--- config.mk ---
export PLATFORM = sky130hd
export DESIGN_NAME = timed_multichannel_pump_sequencer_flat
export DESIGN_NICKNAME = d
export VERILOG_FILES = /design/src/rtl/tmps_pkg.sv /design/src/rtl/tmps_if.sv /design/src/rtl/tmps_ram.sv /design/src/rtl/tmps_ctrl.sv /design/src/rtl/tmps_dp.sv /design/src/rtl/timed_multichannel_pump_sequencer.sv /design/src/flat_wrapper.sv
export SDC_FILE = /design/constraint.sdc
export NUM_CORES = 1
export LEC_CHECK = 0
export BUFFER_PORTS_ARGS = -buffer_cell sky130_fd_sc_hd__buf_4
export CAP_MARGIN = 20
export CORE_UTILIZATION = 55
export DETAILED_ROUTE_END_ITERATION = 8
export PLACE_DENSITY_LB_ADDON = 0.05
export SYNTH_ARGS = -nofsm -noshare
export SYNTH_HDL_FRONTEND = slang
export SYNTH_SLANG_ARGS = --single-unit
--- constraint.sdc ---
create_clock -name clk -period 3.6 [get_ports clk]
set_clock_uncertainty 0.05 [all_clocks]
set_input_delay 0.18 -clock clk [delete_from_list [all_inputs] [get_ports clk]]
set_output_delay 0.18 -clock clk [all_outputs]
set_load 0.005 [all_outputs]
--- src/rtl/tmps_pkg.sv ---
// Shared types and constants of the pump sequencer.
package tmps_pkg;

  localparam int OPCODE_W      = 3;
  localparam int SLOT_W        = 4;
  localparam int PUMP_ID_W     = 5;
  localparam int DURATION_W    = 16;
  localparam int COUNT_W       = 5;
  localparam int FAULT_GROUP_W = 2;
  localparam int PUMP_MASK_W   = 20;
  localparam int STATUS_W      = 3;

  localparam logic [DURATION_W-1:0] TICK_LIMIT = 16'hFFFF;

  typedef enum logic [OPCODE_W-1:0] {
    OP_LOAD      = 3'd0,
    OP_START     = 3'd1,
    OP_TICK      = 3'd2,
    OP_CLEAN_ON  = 3'd3,
    OP_CLEAN_OFF = 3'd4,
    OP_PUMP_ON   = 3'd5,
    OP_PUMP_OFF  = 3'd6,
    OP_FAULT     = 3'd7
  } op_t;

  typedef enum logic [STATUS_W-1:0] {
    ST_OK       = 3'd0,
    ST_BUSY     = 3'd1,
    ST_EMPTY    = 3'd2,
    ST_BAD_PUMP = 3'd3,
    ST_BAD_TIME = 3'd4,
    ST_NOT_RUN  = 3'd5
  } stat_t;

  typedef enum logic [1:0] {
    S_IDLE,
    S_DECODE,
    S_SCAN,
    S_OUT
  } ctrl_state_t;

  // Controller to datapath commands
  typedef struct packed {
    logic capture;
    logic exec;
    logic scan_step;
    logic load_out;
  } ctrl_cmd_t;

  // Datapath to controller status
  typedef struct packed {
    logic need_scan;
    logic scan_end;
  } dp_stat_t;

endpackage

--- src/rtl/tmps_if.sv ---
// Request and result channel interfaces of the pump sequencer.
interface tmps_req_if;
  import tmps_pkg::*;
  logic                     valid;
  logic                     ready;
  logic [OPCODE_W-1:0]      opcode;
  logic [SLOT_W-1:0]        slot;
  logic [PUMP_ID_W-1:0]     pump_id;
  logic [DURATION_W-1:0]    duration;
  logic [COUNT_W-1:0]       recipe_count;
  logic [FAULT_GROUP_W-1:0] fault_group;

  modport source (output valid, opcode, slot, pump_id, duration, recipe_count, fault_group,
                  input ready);
  modport sink   (input valid, opcode, slot, pump_id, duration, recipe_count, fault_group,
                  output ready);
endinterface

interface tmps_rsp_if;
  import tmps_pkg::*;
  logic                   valid;
  logic                   ready;
  logic [PUMP_MASK_W-1:0] pump_mask;
  logic                   running;
  logic [STATUS_W-1:0]    status;
  logic                   recipe_done;

  modport source (output valid, pump_mask, running, status, recipe_done, input ready);
  modport sink   (input valid, pump_mask, running, status, recipe_done, output ready);
endinterface

--- src/rtl/tmps_ram.sv ---
// Generic single-port-write, single-port-read RAM with registered read data.
module tmps_ram #(
  parameter int WIDTH = 21,
  parameter int DEPTH = 16
) (
  input  logic                                   clk,
  input  logic                                   we,
  input  logic [((DEPTH > 1) ? $clog2(DEPTH) : 1)-1:0] waddr,
  input  logic [WIDTH-1:0]                       wdata,
  input  logic [((DEPTH > 1) ? $clog2(DEPTH) : 1)-1:0] raddr,
  output logic [WIDTH-1:0]                       rdata
);

  logic [WIDTH-1:0] mem [DEPTH];

  // Write port and registered read port
  always_ff @(posedge clk) begin
    if (we) begin
      mem[waddr] <= wdata;
    end
    rdata <= mem[raddr];
  end

endmodule

--- src/rtl/tmps_ctrl.sv ---
// Controller state machine of the pump sequencer.
module tmps_ctrl (
  input  logic               clk,
  input  logic               rst,
  input  logic               in_valid,
  output logic               in_ready,
  output logic               out_valid,
  input  logic               out_ready,
  input  tmps_pkg::dp_stat_t stat,
  output tmps_pkg::ctrl_cmd_t cmd
);
  import tmps_pkg::*;

  ctrl_state_t state, state_next;
  logic        load_out;

  // Next state
  always_comb begin
    state_next = state;
    unique case (state)
      S_IDLE:   if (in_valid) state_next = S_DECODE;
      S_DECODE: state_next = stat.need_scan ? S_SCAN : S_OUT;
      S_SCAN:   if (stat.scan_end) state_next = S_OUT;
      S_OUT:    if (load_out) state_next = S_IDLE;
      default:  state_next = S_IDLE;
    endcase
  end

  // Outputs
  always_comb begin
    load_out      = (state == S_OUT) && (!out_valid || out_ready);
    in_ready      = (state == S_IDLE);
    cmd.capture   = (state == S_IDLE) && in_valid;
    cmd.exec      = (state == S_DECODE);
    cmd.scan_step = (state == S_SCAN);
    cmd.load_out  = load_out;
  end

  always_ff @(posedge clk) begin
    if (rst) begin
      state     <= S_IDLE;
      out_valid <= 1'b0;
    end else begin
      state <= state_next;
      // hold the result until taken
      if (load_out) begin
        out_valid <= 1'b1;
      end else if (out_ready) begin
        out_valid <= 1'b0;
      end
    end
  end

endmodule

--- src/rtl/tmps_dp.sv ---
// Datapath of the pump sequencer: item registers, recipe RAM, pump state, result register.
module tmps_dp #(
  parameter int MAX_ENTRIES = 16,
  parameter int NUM_PUMPS   = 20
) (
  input  logic                                clk,
  input  logic                                rst,
  input  tmps_pkg::ctrl_cmd_t                 cmd,
  output tmps_pkg::dp_stat_t                  stat,
  input  logic [tmps_pkg::OPCODE_W-1:0]       opcode,
  input  logic [tmps_pkg::SLOT_W-1:0]         slot,
  input  logic [tmps_pkg::PUMP_ID_W-1:0]      pump_id,
  input  logic [tmps_pkg::DURATION_W-1:0]     duration,
  input  logic [tmps_pkg::COUNT_W-1:0]        recipe_count,
  output logic [tmps_pkg::PUMP_MASK_W-1:0]    pump_mask,
  output logic                                running,
  output logic [tmps_pkg::STATUS_W-1:0]       status,
  output logic                                recipe_done
);
  import tmps_pkg::*;

  localparam int AW = (MAX_ENTRIES > 1) ? $clog2(MAX_ENTRIES) : 1;
  localparam int CW = $clog2(MAX_ENTRIES + 1);
  localparam int WD = PUMP_ID_W + DURATION_W;

  function automatic logic pump_ok(input logic [PUMP_ID_W-1:0] id);
    pump_ok = (id != '0) && (32'(id) <= NUM_PUMPS);
  endfunction

  function automatic logic [NUM_PUMPS-1:0] pump_bit(input logic [PUMP_ID_W-1:0] id);
    logic [PUMP_ID_W-1:0] sh;
    sh = id - 1'b1;
    pump_bit = NUM_PUMPS'(1) << sh;
  endfunction

  // Item registers
  op_t                   op_q;
  logic [SLOT_W-1:0]     slot_q;
  logic [PUMP_ID_W-1:0]  pid_q;
  logic [DURATION_W-1:0] dur_q;
  logic [CW-1:0]         cnt_q;

  // Block state
  logic [NUM_PUMPS-1:0]   drive, drive_next;
  logic [MAX_ENTRIES-1:0] active, active_next;
  logic                   busy, busy_next;
  logic                   recipe, recipe_next;
  logic [DURATION_W-1:0]  elapsed, elapsed_next;

  // Scan and per-item working registers
  logic [CW-1:0]         chk_idx, chk_next;
  logic [CW-1:0]         scan_lim, scan_lim_next;
  logic [NUM_PUMPS-1:0]  tmp_mask, tmp_next;
  logic                  left, left_next;
  stat_t                 stat_q, stat_next;
  logic                  done_q, done_next;

  logic [CW-1:0]         chk_inc;
  logic [AW-1:0]         raddr;
  logic                  ram_we;
  logic [WD-1:0]         rdata;
  logic [PUMP_ID_W-1:0]  rd_pump;
  logic [DURATION_W-1:0] rd_dead;
  logic                  slot_ok;
  logic                  bad_pump;
  logic                  bad_time;
  logic                  scan_last;
  logic                  remain;
  logic [31:0]           drive32;

  assign chk_inc   = chk_idx + 1'b1;
  assign raddr     = cmd.exec ? '0 : chk_inc[AW-1:0];
  assign slot_ok   = 32'(slot_q) < MAX_ENTRIES;
  assign ram_we    = cmd.exec && (op_q == OP_LOAD) && !busy && slot_ok;
  assign rd_pump   = rdata[WD-1 -: PUMP_ID_W];
  assign rd_dead   = rdata[DURATION_W-1:0];
  assign bad_pump  = !pump_ok(rd_pump);
  assign bad_time  = (rd_dead == '0);
  assign scan_last = (chk_inc == scan_lim);
  assign remain    = active[chk_idx[AW-1:0]] && (rd_dead > elapsed);
  assign drive32   = 32'(drive);

  assign stat.need_scan = ((op_q == OP_START) && !busy && (cnt_q != '0)) ||
                          ((op_q == OP_TICK) && recipe);
  assign stat.scan_end  = scan_last || ((op_q == OP_START) && (bad_pump || bad_time));

  // Recipe entries: pump id over deadline
  tmps_ram #(
    .WIDTH (WD),
    .DEPTH (MAX_ENTRIES)
  ) u_entry_ram (
    .clk   (clk),
    .we    (ram_we),
    .waddr (AW'(slot_q)),
    .wdata ({pid_q, dur_q}),
    .raddr (raddr),
    .rdata (rdata)
  );

  // Execute the item and step the entry scan
  always_comb begin
    drive_next    = drive;
    active_next   = active;
    busy_next     = busy;
    recipe_next   = recipe;
    elapsed_next  = elapsed;
    chk_next      = chk_idx;
    scan_lim_next = scan_lim;
    tmp_next      = tmp_mask;
    left_next     = left;
    stat_next     = stat_q;
    done_next     = done_q;

    if (cmd.exec) begin
      done_next     = 1'b0;
      stat_next     = ST_OK;
      chk_next      = '0;
      tmp_next      = '0;
      left_next     = 1'b0;
      scan_lim_next = cnt_q;
      unique case (op_q)
        OP_LOAD: begin
          if (busy) stat_next = ST_BUSY;
        end
        OP_START: begin
          if (busy) begin
            stat_next = ST_BUSY;
          end else if (cnt_q == '0) begin
            stat_next = ST_EMPTY;
          end
        end
        OP_TICK: begin
          scan_lim_next = CW'(MAX_ENTRIES);
          if (!recipe) begin
            stat_next = ST_NOT_RUN;
          end else if (elapsed != TICK_LIMIT) begin
            elapsed_next = elapsed + 1'b1;
          end
        end
        OP_CLEAN_ON: begin
          if (busy) begin
            stat_next = ST_BUSY;
          end else begin
            busy_next   = 1'b1;
            recipe_next = 1'b0;
            drive_next  = '1;
          end
        end
        OP_CLEAN_OFF: begin
          if (!busy) begin
            stat_next = ST_NOT_RUN;
          end else begin
            drive_next  = '0;
            busy_next   = 1'b0;
            recipe_next = 1'b0;
            active_next = '0;
          end
        end
        OP_PUMP_ON, OP_PUMP_OFF: begin
          if (!pump_ok(pid_q)) begin
            stat_next = ST_BAD_PUMP;
          end else if (op_q == OP_PUMP_ON) begin
            drive_next = drive | pump_bit(pid_q);
          end else begin
            drive_next = drive & ~pump_bit(pid_q);
          end
        end
        OP_FAULT: begin
          drive_next  = '0;
          busy_next   = 1'b0;
          recipe_next = 1'b0;
          active_next = '0;
        end
        default: ;
      endcase
    end

    if (cmd.scan_step) begin
      chk_next = chk_inc;
      if (op_q == OP_START) begin
        // validate in slot order, pump before duration
        if (bad_pump) begin
          stat_next = ST_BAD_PUMP;
        end else if (bad_time) begin
          stat_next = ST_BAD_TIME;
        end else if (scan_last) begin
          drive_next   = drive | tmp_mask | pump_bit(rd_pump);
          busy_next    = 1'b1;
          recipe_next  = 1'b1;
          elapsed_next = '0;
          for (int i = 0; i < MAX_ENTRIES; i++) begin
            active_next[i] = CW'(i) < cnt_q;
          end
        end else begin
          tmp_next = tmp_mask | pump_bit(rd_pump);
        end
      end else begin
        // drop every entry whose deadline has been reached
        if (active[chk_idx[AW-1:0]] && !remain) begin
          drive_next                  = drive & ~pump_bit(rd_pump);
          active_next[chk_idx[AW-1:0]] = 1'b0;
        end
        left_next = left || remain;
        if (scan_last && !(left || remain)) begin
          busy_next   = 1'b0;
          recipe_next = 1'b0;
          done_next   = 1'b1;
        end
      end
    end
  end

  // Control state
  always_ff @(posedge clk) begin
    if (rst) begin
      drive   <= '0;
      active  <= '0;
      busy    <= 1'b0;
      recipe  <= 1'b0;
      elapsed <= '0;
    end else begin
      drive   <= drive_next;
      active  <= active_next;
      busy    <= busy_next;
      recipe  <= recipe_next;
      elapsed <= elapsed_next;
    end
  end

  // Item capture, scan registers and result register
  always_ff @(posedge clk) begin
    if (cmd.capture) begin
      op_q   <= op_t'(opcode);
      slot_q <= slot;
      pid_q  <= pump_id;
      dur_q  <= duration;
      cnt_q  <= (32'(recipe_count) > MAX_ENTRIES) ? CW'(MAX_ENTRIES) : CW'(recipe_count);
    end
    chk_idx  <= chk_next;
    scan_lim <= scan_lim_next;
    tmp_mask <= tmp_next;
    left     <= left_next;
    stat_q   <= stat_next;
    done_q   <= done_next;
    if (cmd.load_out) begin
      pump_mask   <= drive32[PUMP_MASK_W-1:0];
      running     <= busy;
      status      <= stat_q;
      recipe_done <= done_q;
    end
  end

endmodule

--- src/rtl/timed_multichannel_pump_sequencer.sv ---
// Top level of the timed multichannel pump sequencer.
//
//  channel | dir | payload                                                  | handshake
//  req     | in  | opcode slot pump_id duration recipe_count fault_group     | valid/ready
//  rsp     | out | pump_mask running status recipe_done                     | valid/ready
//
// One item at a time: accept, execute, load the result register; the result is offered
// from the output register, and the next item can be accepted once that register is loaded.
// Start and tick also scan entries through the RAM read port: the recipe count for a
// start (ending early at the first bad entry), MAX_ENTRIES for a tick in a recipe; a
// refused start or tick scans nothing.
// Reset clears the pump drive, active entries, busy and recipe flags and elapsed time;
// recipe RAM contents are not cleared. A result waits in the output register while the
// next item is accepted; a stalled result holds the block before its next result.
module timed_multichannel_pump_sequencer #(
  parameter int MAX_ENTRIES = 16,
  parameter int NUM_PUMPS   = 20
) (
  input  logic      clk,
  input  logic      rst,
  tmps_req_if.sink  req,
  tmps_rsp_if.source rsp
);
  import tmps_pkg::*;

  ctrl_cmd_t cmd;
  dp_stat_t  stat;

  tmps_ctrl u_ctrl (
    .clk       (clk),
    .rst       (rst),
    .in_valid  (req.valid),
    .in_ready  (req.ready),
    .out_valid (rsp.valid),
    .out_ready (rsp.ready),
    .stat      (stat),
    .cmd       (cmd)
  );

  tmps_dp #(
    .MAX_ENTRIES (MAX_ENTRIES),
    .NUM_PUMPS   (NUM_PUMPS)
  ) u_dp (
    .clk          (clk),
    .rst          (rst),
    .cmd          (cmd),
    .stat         (stat),
    .opcode       (req.opcode),
    .slot         (req.slot),
    .pump_id      (req.pump_id),
    .duration     (req.duration),
    .recipe_count (req.recipe_count),
    .pump_mask    (rsp.pump_mask),
    .running      (rsp.running),
    .status       (rsp.status),
    .recipe_done  (rsp.recipe_done)
  );

endmodule

--- src/flat_wrapper.sv ---
// flat-port wrapper written by rule: the top's interface ports become plain ports
module timed_multichannel_pump_sequencer_flat import tmps_pkg::*;
#(
  parameter int MAX_ENTRIES = 16,
  parameter int NUM_PUMPS   = 20
)
  (clk, rst, req_valid, req_opcode, req_slot, req_pump_id, req_duration, req_recipe_count, req_fault_group, req_ready, rsp_valid, rsp_pump_mask, rsp_running, rsp_status, rsp_recipe_done, rsp_ready);
  tmps_req_if req_i ();
  tmps_rsp_if rsp_i ();
  input  logic clk;
  input  logic rst;
  input wire logic [$bits(req_i.valid)-1:0] req_valid;
  input wire logic [$bits(req_i.opcode)-1:0] req_opcode;
  input wire logic [$bits(req_i.slot)-1:0] req_slot;
  input wire logic [$bits(req_i.pump_id)-1:0] req_pump_id;
  input wire logic [$bits(req_i.duration)-1:0] req_duration;
  input wire logic [$bits(req_i.recipe_count)-1:0] req_recipe_count;
  input wire logic [$bits(req_i.fault_group)-1:0] req_fault_group;
  output wire logic [$bits(req_i.ready)-1:0] req_ready;
  output wire logic [$bits(rsp_i.valid)-1:0] rsp_valid;
  output wire logic [$bits(rsp_i.pump_mask)-1:0] rsp_pump_mask;
  output wire logic [$bits(rsp_i.running)-1:0] rsp_running;
  output wire logic [$bits(rsp_i.status)-1:0] rsp_status;
  output wire logic [$bits(rsp_i.recipe_done)-1:0] rsp_recipe_done;
  input wire logic [$bits(rsp_i.ready)-1:0] rsp_ready;
  assign req_i.valid = req_valid;
  assign req_i.opcode = req_opcode;
  assign req_i.slot = req_slot;
  assign req_i.pump_id = req_pump_id;
  assign req_i.duration = req_duration;
  assign req_i.recipe_count = req_recipe_count;
  assign req_i.fault_group = req_fault_group;
  assign req_ready = req_i.ready;
  assign rsp_valid = rsp_i.valid;
  assign rsp_pump_mask = rsp_i.pump_mask;
  assign rsp_running = rsp_i.running;
  assign rsp_status = rsp_i.status;
  assign rsp_recipe_done = rsp_i.recipe_done;
  assign rsp_i.ready = rsp_ready;
  timed_multichannel_pump_sequencer #(.MAX_ENTRIES(MAX_ENTRIES), .NUM_PUMPS(NUM_PUMPS)) u_core (.clk(clk), .rst(rst), .req(req_i), .rsp(rsp_i));
endmodule
# Word level (Yosys, flattened, before mapping)
# Memory sizes are Yosys's and may differ from the RTL's. A register that Yosys moved wholly into a read port is not among the register bits.
# Index checks and enable logic that the tools add are counted.
# W data, S select, Z words.
[op_classes]
addsub = 4
n_lt_le_gt_ge = 22
n_eq_ne = 15
n_shift = 2
muxes = 89
n_bitwise = 10
reduce_logical = 37
[op_table]
columns = ["operator", "count"]
rows = [
  ["$mux W20", 17],
  ["$mux W16", 17],
  ["$or A20 B20 Y20", 4],
  ["$pmux W20 S4", 1],
  ["$and A20 B20 Y20", 2],
  ["$lt A4 B5 Y1 const A", 8],
  ["$not A20 Y20", 2],
  ["$shl A1 B5 Y20 const A", 2],
  ["$pmux W16 S2", 1],
  ["$mux W1", 31],
  ["$mux W3", 7],
  ["$lt A3 B5 Y1 const A", 4],
  ["$add A16 B1 Y16 const B", 1],
  ["$and A16 B16 Y16", 1],
  ["$gt A16 B16 Y1", 1],
  ["$logic_not A16 Y1", 1],
  ["$ne A16 B16 Y1 const B", 1],
  ["$not A16 Y16", 1],
  ["$pmux W3 S5", 1],
  ["$reduce_bool A5 Y1", 3],
  ["$logic_and A1 B1 Y1", 14],
  ["$eq A3 B3 Y1 const B", 4],
  ["$mux W2", 6],
  ["$le A5 B5 Y1 const B", 2],
  ["28 further kinds", 47],
]
[totals]
ff_bits = 150
ramBits = 336
wordCells = 202
n_memories = 1
[memory_table]
columns = ["memory", "depth", "width", "read_ports", "rd_ports_with_merged_regs", "write_ports", "line_no", "rtl"]
rows = [
  ["u_core.u_dp.u_entry_ram.mem", 16, 21, 1, 1, 1, "tmps_ram.sv:14", "logic [WIDTH-1:0] mem [DEPTH];"],
]

# Logic depth before layout (Yosys ltp)
[logic_depth]
ltp_word = 13
depth_mapped = 14

# Modules after synthesis
# A second synthesis with hierarchy kept.
[unflattened]
hier_cells = 1369
area_unflattened_um2 = 21244.1
[modules_own_cells]
columns = ["module", "instances", "cells_per_inst", "area_each_um2", "seq_area_each_um2"]
rows = [
  ["tmps_ram", 1, 557, 13277.7, 10510.1],
  ["tmps_dp", 1, 786, 7709.9, 3623.5],
  ["tmps_ctrl", 1, 26, 256.5, 60.1],
]

# Worst setup path after synthesis
# Ideal clock, no wire load.
[synth_path]
kind = "register to register"
start = "register u_core.u_ctrl.state[1]"
end = "memory u_core.u_dp.u_entry_ram.mem[0][0] (enable)"
t_arrival_ps = 3078
required_ps = 3125
path_slack_ps = 47
path_stages_with_launch = 8
n_path_buf = 2
synth_period_minus_slack_ps = 3553
path_cell_list = "dfxtp_1 > inv_1 > ha_1 > buf_2 > clkbuf_1 > nand3_1 > or3_1 > nor3_1"
[synth_via]
elab_chain_cells = 5
[synth_rtl]
columns = ["item", "line_no", "rtl"]
rows = [
  ["from (decl)", "tmps_ctrl.sv:14", "ctrl_state_t state, state_next;"],
  ["from (signal assigned)", "tmps_ctrl.sv:44", "state <= state_next;"],
  ["$eq A2 B1 Y1", "tmps_ctrl.sv:34", "cmd.exec = (state == S_DECODE);"],
  ["$logic_and A1 B1 Y1 (2 in a row)", "tmps_dp.sv:74", "assign ram_we = cmd.exec && (op_q == OP_LOAD) && !busy && slot_ok;"],
  ["$mux W1", "tmps_ram.sv:18", "if (we) begin"],
  ["$mux W1 (implied by the code)", "tmps_ram.sv:19", "mem[waddr] <= wdata;"],
  ["to (decl)", "tmps_ram.sv:14", ""],
]
# Every way passes these cells.

# Worst setup path in the final report
[layout_path]
start = "register u_core.u_dp.chk_idx[1]"
end = "register u_core.u_dp.drive[19]"
[layout_via]
elab_chain_cells = 8
elab_cells_between_ends = 13
cone_classes = "add/sub (1); eq/ne (1); mux (8); reduce/logical (3)"
[layout_rtl]
columns = ["item", "line_no", "rtl"]
rows = [
  ["from (decl)", "tmps_dp.sv:51", "logic [CW-1:0] chk_idx, chk_next;"],
  ["from (signal assigned)", "tmps_dp.sv:239", "chk_idx <= chk_next;"],
  ["parallel branches: the longest is 6 deep, another holds $add A5 B1 Y5", "-", ""],
  ["$mux W20 (*)", "tmps_dp.sv:180", "if (op_q == OP_START) begin"],
  ["$mux W20 (*)", "tmps_dp.sv:178", "if (cmd.scan_step) begin"],
  ["to (signal assigned)", "tmps_dp.sv:222", "drive <= drive_next;"],
  ["to (decl)", "tmps_dp.sv:44", "logic [NUM_PUMPS-1:0] drive, drive_next;"],
]
# Every way passes the cells marked *. The select of a mux whose other input is x is not followed.
# A chain may end at the register's enable or synchronous reset.

==> flow_summary.yaml <==
outcome:
  outcome: "finished, final reports clean"
cts:
  numClockSinks: 507
  htree_levels: 2
  cts_root_buf: "clkbuf_16"
  cts_tree: "built"
  worstSkewPairLatency_ns: 0.60
  post-cts-setup-buffers: 0
  clk_transition_reported_paths_ns: 0.06
  cts_buffers: 51
  cts_buffer_depth: 3
sta:
  min_period_ns: 3.04
  setup_viol: 0
  rsz0062_at_grt: "false"
  slew_headroom_pct: 22.5
  fmax_mhz: 328
  finalHoldViolCount: 0
  worstMarginPinSlew_ns: 1.14
  slew_viol_final: 0
  min_period_over_period_pct: 84.6
  hold_ws_ns: 0.193
  tns_ns: 0
finish:
  multi_input_area_um2: 7210
  layout_common_cells: "edfxtp_1 (404), nand2_1 (150), buf_4 (138)"
  ff_latch_area_um2: 14200
  layout-drive-gt1-share_pct: 16.5
  fin_nets: 1854
  nFillCells: 2862
  diodes: 0
  area_delta_synth_final_pct: 16.0
  final_common_cell: "edfxtp_1"
power:
  cellLeakagePower_nw: 8.65
  powerDensity_nw_per_um2: 766
  peakVddDrop_mv: 0.475
global_route:
  grt-ovfl-total: 0
  grt_pass1_wl_mm: 82.7
  track_usage_pct: 26.9
  grt_most_used_layer: "met2"
  use_met1_pct: 36.9
  antenna_found_initial: 2
  grtUsageMet3_pct: 4.23
  grt_max_degree: 126
  use_met2_pct: 44.0
  grt_pass1_vias: 13900
detailed_routing:
  dr_total_vias: 14400
  wl_mm: 54.0
  postRouteAntennaNets: 0
  drtIter0Drc: 1181
  vias_per_cell: 6.16
  dr.pass1.iters: 6
  wire_per_inst_um: 23.0
  drc: 0
logic_synthesis:
  synth_edf_count: 404
  ys.flop_type: "edfxtp_1"
  yosys_warnings: 0
  syn_area_um2: 21900
  ys_ff_latch: 507
  yosysSeqAreaShare_pct: 64.8
  syn_nets: 1727
  syn_area_per_cell_um2: 13.2
  ys_async_sr_fraction_pct: 0
  synth_cell_types: 83
  synthCells: 1663
worst_setup_path:
  crit_fanout: 10
  end_kind: "flip-flop"
  crit_required_ns: 4.05
  worstSetupStartpointType: "flip-flop"
  arrival_ns: 3.49
  critical_path_class: "reg -> reg"
run:
  drv_cap: 0
placement:
  dp_hpwl_mm: 35.0
  numPortBuffers: 63
  routabilityCongestion: 0.904
floorplanning:
  die_w_um: 202
  num_rows: 72
  start_util_pct: 56.2
  fp.dieH_um: 202
  die-area_um2: 40700
  pin_count: 66
  core_area_um2: 39000
worst_hold_path:
  hp-class: "in -> reg"
==> cell usage after synthesis, types with 12 or more instances <==
cell,n,share of area [%]
a211oi_1,79,2.7
a21oi_1,70,1.6
a22o_1,12,0.48
a311oi_1,31,1.2
a31oi_1,39,1.1
and2_1,13,0.37
and3_1,13,0.37
buf_2,24,0.55
clkbuf_1,74,1.3
dfxtp_1,103,9.4
edfxtp_1,404,55
ha_1,25,1.4
inv_1,31,0.53
mux2i_1,86,3.9
mux4_2,25,2.6
nand2_1,151,2.6
nand3_1,28,0.64
nand4_1,14,0.40
nor2_1,91,1.6
nor2b_1,62,1.8
nor3_1,30,0.68
o21ai_0,43,0.98
o2bb2ai_1,20,0.80
xnor2_1,15,0.60
==> routing by layer <==
layer	wire [µm]	part of all wire [%]
met5	0	0
met4	1320	2.4
met3	3650	6.8
met2	26100	48
met1	22900	42
==> through the flow <==
step	instance area (µm²)	cells	utilization [%]	power, mW	setup slack [ns]
finish	25400	2346	65.2	19.5	0.555
global route	25400	2346	65.2	20.4	0.316
CTS	25400	2346	65.2	19.5	0.577
detailed placement	23400	2219	60.0	14.3	0.618
global placement	23400	2219	60.0	14.2	0.644
floorplan	21900	1663	-	11.9	0.0465
==> flip-flops by register name (all words and copies together) (netlist names), 2 cells and up <==
signal,flops
u_core.u_dp.chk_idx,5
u_core.u_dp.op_q,3
u_core.u_dp.elapsed,16
u_core.u_dp.active,16
u_core.u_dp.status,3
u_core.u_dp.slot_q,4
u_core.u_dp.pump_mask,20
u_core.u_dp.tmp_mask,20
u_core.u_ctrl.state,2
u_core.u_dp.scan_lim,5
u_core.u_dp.u_entry_ram.mem,336
u_core.u_dp.stat_q,3
u_core.u_dp.dur_q,16
u_core.u_dp.pid_q,5
u_core.u_dp.cnt_q,5
u_core.u_dp.drive,20
u_core.u_dp.u_entry_ram.rdata,21
==> logic make-up (layout without fill, tap and decap cells) <==
group	Yosys count	after routing	share of synthesized area, %
fa+ha+maj	25	25	1.43
xor+xnor	21	21	1.03
compound gates	387	387	12.8
simple gates	468	468	10.6
mux	114	114	6.73
buf+inv	141	306	2.72
flops	507	507	64.8
==> critical path: stages, from the launching register on <==
cell	delay (ns)
edfxtp_1	0.57
ha_1	0.47
and3_1	0.29
xnor3_1	0.20
nand3_1	0.38
nor3_2	0.28
buf_4	0.24
o31ai_1	0.10
a2111oi_2	0.36
==> final timing paths <==
| check | startpoint | end | slack, ns | depth (start not counted) |
|---|---|---|---|---|
| setup reg to reg | u_core.u_dp.chk_idx[1]$_SDFFCE_PN0P_ | u_core.u_dp.drive[19]$_SDFF_PP0_ | 0.56 | 8 |
| hold reg to reg | u_core.u_dp.stat_q[1]$_DFF_P_ | u_core.u_dp.status[1]$_DFFE_PP_ | 0.39 | 0 |
| hold / removal | req_valid | u_core.u_ctrl.state[1]$_SDFFE_PP0P_ | 0.19 | 6 |
| setup / recovery | u_core.u_dp.chk_idx[1]$_SDFFCE_PN0P_ | u_core.u_dp.drive[19]$_SDFF_PP0_ | 0.56 | 8 |
==> final cells by class <==
cell class	instances	share of cell area [%]
Clock buffer	71	5.61
Sequential cell	507	55.8
Tap cell	518	2.55
Timing Repair Buffer	183	6.20
Clock inverter	20	0.940
Inverter	32	0.473
Multi-Input combinational cell	1015	28.4
==> what timing repair did <==
| action | 4_1_cts | 5_1_grt |
|---|---|---|
| hold buffers | 36 | 0 |
| hold endpoints to repair | 35 | 0 |
| gates resized for setup | 0 | 0 |
==> power breakdown <==
| group | leakage (nW) | switching (mW) | internal (mW) |
|---|---|---|---|
| logic | 3.34 | 4.05 | 2.59 |
| clock network | 0.810 | 2.20 | 3.06 |
| registers | 4.50 | 0.585 | 7.00 |
| total | 8.65 | 6.83 | 12.6 |
Power figures use the tool's default switching activity.
